[src/rtl/stir_pkg.sv]
// Shared types, constants and helpers for the session table idle reaper.
`default_nettype none
package stir_pkg;

  localparam int SLOTS     = 64;
  localparam int IDX_W     = $clog2(SLOTS);
  localparam int CNT_W     = IDX_W + 1;
  localparam int OUT_IDX_W = 6;

  localparam int FD_W   = 16;
  localparam int GEN_W  = 31;
  localparam int TIME_W = 32;
  localparam int OP_W   = 2;
  localparam int STAT_W = 3;

  // operation codes
  localparam logic [OP_W-1:0] OP_INSTALL = 2'd0;
  localparam logic [OP_W-1:0] OP_LOOKUP  = 2'd1;
  localparam logic [OP_W-1:0] OP_DESTROY = 2'd2;
  localparam logic [OP_W-1:0] OP_TOUCH   = 2'd3;

  // result status codes
  localparam logic [STAT_W-1:0] ST_FOUND     = 3'd0;
  localparam logic [STAT_W-1:0] ST_INSTALLED = 3'd1;
  localparam logic [STAT_W-1:0] ST_FULL      = 3'd2;
  localparam logic [STAT_W-1:0] ST_DISABLED  = 3'd3;
  localparam logic [STAT_W-1:0] ST_NOT_FOUND = 3'd4;
  localparam logic [STAT_W-1:0] ST_DESTROYED = 3'd5;

  // configuration register indexes
  localparam logic CFG_ENABLE     = 1'b0;
  localparam logic CFG_IDLE_LIMIT = 1'b1;

  localparam logic [TIME_W-1:0] IDLE_LIMIT_RST = 32'd300;

  typedef struct packed {
    logic [FD_W-1:0]   fd;
    logic [GEN_W-1:0]  gen;
    logic [TIME_W-1:0] last;
  } slot_entry_t;

  typedef struct packed {
    logic hit;   // valid, not reaped, key matches
    logic reap;  // valid, reaping enabled and idle past the limit
    logic free;  // usable for a new install
  } scan_res_t;

  function automatic logic [OUT_IDX_W-1:0] to_out_idx(input logic [IDX_W-1:0] idx);
    logic [OUT_IDX_W+IDX_W-1:0] ext;
    ext = {{OUT_IDX_W{1'b0}}, idx};
    return ext[OUT_IDX_W-1:0];
  endfunction

endpackage
`default_nettype wire

[src/rtl/stir_scan_unit.sv]
// Shared per-slot compare unit: idle-age check and key match for one slot per cycle.
`default_nettype none
module stir_scan_unit
  import stir_pkg::*;
(
  input  wire slot_entry_t         ent,
  input  wire logic                ent_valid,
  input  wire logic                reap_en,
  input  wire logic [FD_W-1:0]     key_fd,
  input  wire logic [GEN_W-1:0]    key_gen,
  input  wire logic [TIME_W-1:0]   now,
  input  wire logic [TIME_W-1:0]   idle_limit,
  output scan_res_t                res
);

  logic [TIME_W-1:0] age;
  logic              key_eq;
  logic              reap;

  // age wraps when the clock goes backwards
  assign age    = now - ent.last;
  assign key_eq = (ent.fd == key_fd) && (ent.gen == key_gen);
  assign reap   = reap_en && ent_valid && (age > idle_limit);

  always_comb begin
    res.reap = reap;
    res.hit  = ent_valid && !reap && key_eq;
    res.free = !ent_valid || reap;
  end

endmodule
`default_nettype wire

[config.mk]
export PLATFORM = sky130hd
export DESIGN_NAME = stir_scan_unit
export DESIGN_NICKNAME = d
export VERILOG_FILES = /design/src/rtl/stir_pkg.sv /design/src/rtl/stir_scan_unit.sv
export SDC_FILE = /design/constraint.sdc
export NUM_CORES = 1
export LEC_CHECK = 0
export BUFFER_PORTS_ARGS = -buffer_cell sky130_fd_sc_hd__buf_2
export CORE_MARGIN = 2
export CORE_UTILIZATION = 30
export DETAILED_ROUTE_END_ITERATION = 10
export PLACE_DENSITY = 0.62
export SLEW_MARGIN = 20
export SYNTH_ARGS = -nofsm -noshare
export SYNTH_HDL_FRONTEND = slang
export SYNTH_SLANG_ARGS = --single-unit
[constraint.sdc]
create_clock -name vclk -period 4.19
set_input_delay 0.6285 -clock vclk [all_inputs]
set_output_delay 0.6285 -clock vclk [all_outputs]
set_load 0.03 [all_outputs]
# Yosys cells after proc, flatten, opt, wreduce, memory -nomap -nowiden
# Cells that the tools add are included.
# totals
reg_bits,0
out_inout_bits,3
inputBits,192
wordCells,12
# classes
n_addsub,1
n_eq_ne,2
reduce_logical,8
magnitude_cmp,1
# op_table
cell,n
32-bit > comparator,1
32-bit subtractor,1
31-bit equality test,1
16-bit equality test,1
1-bit logical AND,5
1-bit zero test,2
1-bit logical OR,1

# Logic depth before layout (Yosys ltp)
# logic_depth
word_depth,6
ltp_mapped,19
depth_no_buf,19

# Worst setup path before layout
# No wires, ideal clock.
# synth_path
path_kind,input to output
from,in ent[4] (netlist bit)
to,out res[2] (netlist bit)
path_buffers,0
cell_stages,17
required_ns,3.562
slack_ns,-0.960
arrival_ns,4.521
path_cell_list,inv_1 > ha_1 > a21o_1 > a211oi_2 > a211oi_2 > o41ai_4 > o41ai_2 > a211oi_2 > xnor2_1 > ha_1 > a21o_1 > a21o_1 > a21oi_1 > o211ai_1 > a21oi_1 > a21oi_1 > nor4b_1
# synth_rtl
item,line,rtl
"start, declared",stir_scan_unit.sv:6,"input wire slot_entry_t ent,"
"end, declared",stir_scan_unit.sv:13,output scan_res_t res

==> results.json <==
{
  "ir_drop_v": 0.0000507,
  "antenna_found_initial": 2,
  "required_ns": 3.56,
  "fin_util_pct": 50.8,
  "dieArea_sq_um": 11400,
  "holdPathEnd": "res[0]",
  "die_h_microns": 107,
  "synthesis.area_sq_um": 3160,
  "start_kind": "input port",
  "avgSynthCellArea_sq_um": 7.16,
  "slew_viol_final": 0,
  "yosysUniqueCellTypes": 47,
  "clock.fmax_mhz": 218,
  "crit_arrival_ns": 3.95,
  "grt_max_degree": 7,
  "fill_cells": 1069,
  "fin_crit_ns": 4.58,
  "layout_commonest_cell": "buf_2",
  "max_cap_viol_count": 0,
  "hold_viol": 0,
  "routed-wl-met3_microns": 553,
  "cts_hold_buf": 0,
  "crit_chain": "buf_2 -> inv_2 -> ha_4 -> a21o_1 -> a211oi_2 -> a211oi_2 -> o41ai_4 -> o41ai_2 -> buf_4 -> a211oi_2 -> xnor2_1 -> ha_1 -> a21o_1 -> a21o_1 -> a21oi_1 -> o211ai_1 -> a21oi_2 -> a21oi_4 -> nor4b_4 -> buf_4",
  "switching_share_pct": 46.3,
  "ant_nets": 0,
  "crit_type": "in -> out",
  "post_dp_cell_area_sq_um": 5030,
  "holdCritPathClass": "in -> out",
  "p_leak_nw": 2.92,
  "die_width_microns": 107,
  "end_kind": "output pin",
  "setup_slack_ns": -0.392,
  "clkbuf_count": 0,
  "fin_tns_setup_ns": -1.06,
  "clock_power_share_pct": 0,
  "vias_per_cell": 4.67,
  "ys_seq_area_share_pct": 0,
  "path_delay_family": "compound AO/OA/AOI/OAI gates",
  "stdcell_area_sq_um": 5220,
  "port-buffer-count": 195,
  "setup_violations": 3,
  "start_util_pct": 30.7,
  "grt_first_pass_wirelength_mm": 17.4,
  "crit_fanout": 3,
  "power_uw": 766,
  "whs_ns": 1.59,
  "drive_above_1_share_pct": 45.1,
  "violations": "setup timing",
  "sequentialPowerShare_pct": 0,
  "rsz0062_at_grt": "true",
  "route.vias.total": 4053,
  "status": "finished with violations",
  "p_sw_uw": 355,
  "core-area_sq_um": 10300,
  "grtUsageTotal_pct": 18.3,
  "seq_area_sq_um": 0,
  "ios": 195,
  "syn-instance-count": 441,
  "min_path_cells": 3,
  "syn2layout_area_growth_pct": 65.5,
  "detail_route.wl_per_cell_microns": 12.2,
  "route.detailed.drc": 0,
  "power_density_nw_per_um2": 147,
  "met1_length_mm": 4.39,
  "synthesis.nets": 697,
  "nNetsFinal": 987,
  "path_buf_inv": 4,
  "yosysWarnings": 0,
  "p_comb_share_pct": 100.0,
  "grt_pass1_vias": 4044,
  "wl_met2_mm": 5.61,
  "drtIter0Drc": 73,
  "dp.final_hpwl_mm": 9.91,
  "maxSlewHeadroom_pct": 66.1,
  "seq_cell_count": 0,
  "slowest_delay_ns": 0.30,
  "place.gp.congestion": 0.883,
  "fin_crit_sh_pct": 109,
  "globalRouteOverflowTotal": 0,
  "routed_wirelength_mm": 10.6,
  "worst_pin_slew_ns": 0.503,
  "final_cell_mix": "buf_2, buf_4, inv_1, ha_1",
  "cpMaxStageDelayCell": "o41ai_4",
  "drtPass1Iterations": 5,
  "hp-start": "ent_valid",
  "rows": 37,
  "p_int_uw": 412,
  "highest_layer": "met4"
}
[logic make-up after synthesis]
| family | share of synthesized area (%) |
|---|---|
| AOI/OAI and AO/OA | 27.2 |
| xor gates and xnor gates | 21.1 |
| adders and majority gates | 25.6 |
| buffers and inverters | 8.68 |
| muxes | 0.317 |
| and+or+nand+nor | 17.1 |
[cell usage after synthesis (6+ instances only)]
master	number	share of area, %
inv_1	68	8.1
nand4_1	19	3.8
a21o_1	27	6.4
nand2_1	21	2.5
o21ai_1	6	0.95
a21oi_1	38	6.0
o21ai_0	12	1.9
nand3_1	6	0.95
nor2_1	18	2.1
xor2_1	38	11
ha_1	63	25
o21a_1	6	1.4
xnor2_1	38	11
nor4_1	8	1.6
[routing by layer]
layer	track usage (%)	up-vias
li1	-	2143
met1	22.0	1790
met2	36.0	118
met3	1.16	2
met4	2.50	0
met5	0	-
[power groups by stage]
stage	combinational, mW	clock [mW]	sequential, mW
after detailed placement	0.728	0	0
after global placement	0.718	0	0
after CTS	0.753	0	0
after floorplan	0.420	0	0
after global routing	0.862	0.0000000639	0
final	0.766	0.0000000640	0
[worst max-delay path by stage]
stage | start | to | slack [ns] | cells after the start
6_report | ent[4] | res[2] | -0.39 | 20
5_1_grt | now[0] | res[2] | -0.64 | 20
4_1_cts | now[0] | res[2] | -0.48 | 20
3_5_place_dp | now[0] | res[2] | -0.77 | 20
3_3_place_gp | now[0] | res[2] | -0.65 | 20
2_1_floorplan | now[0] | res[2] | -0.21 | 18
[stage by stage]
| stage | worst slack [ns] | instances |
|---|---|---|
| floorplan | -0.213 | 441 |
| global placement | -0.646 | 858 |
| detailed placement | -0.771 | 858 |
| CTS | -0.480 | 861 |
| global route | -0.638 | 867 |
| finish | -0.392 | 867 |
[timing repair]
| action | in CTS | in global routing |
|---|---|---|
| endpoints found under the setup margin | 3 | 3 |
| endpoints found under the hold margin | 0 | 0 |
| pin swaps | 15 | 5 |
| resized for setup | 16 | 15 |
| buffers inserted | 3 | 4 |
[area by class of cell]
cell class	instances	area [sq um]	share of cell area, %
multi-input combinational	369	3050	58.3
inverter	68	268	5.13
tap	136	170	3.26
timing repair buffer	292	1730	33.2
antenna	2	5.00	0.0958
No activity file was read; power rests on OpenSTA's default activity.
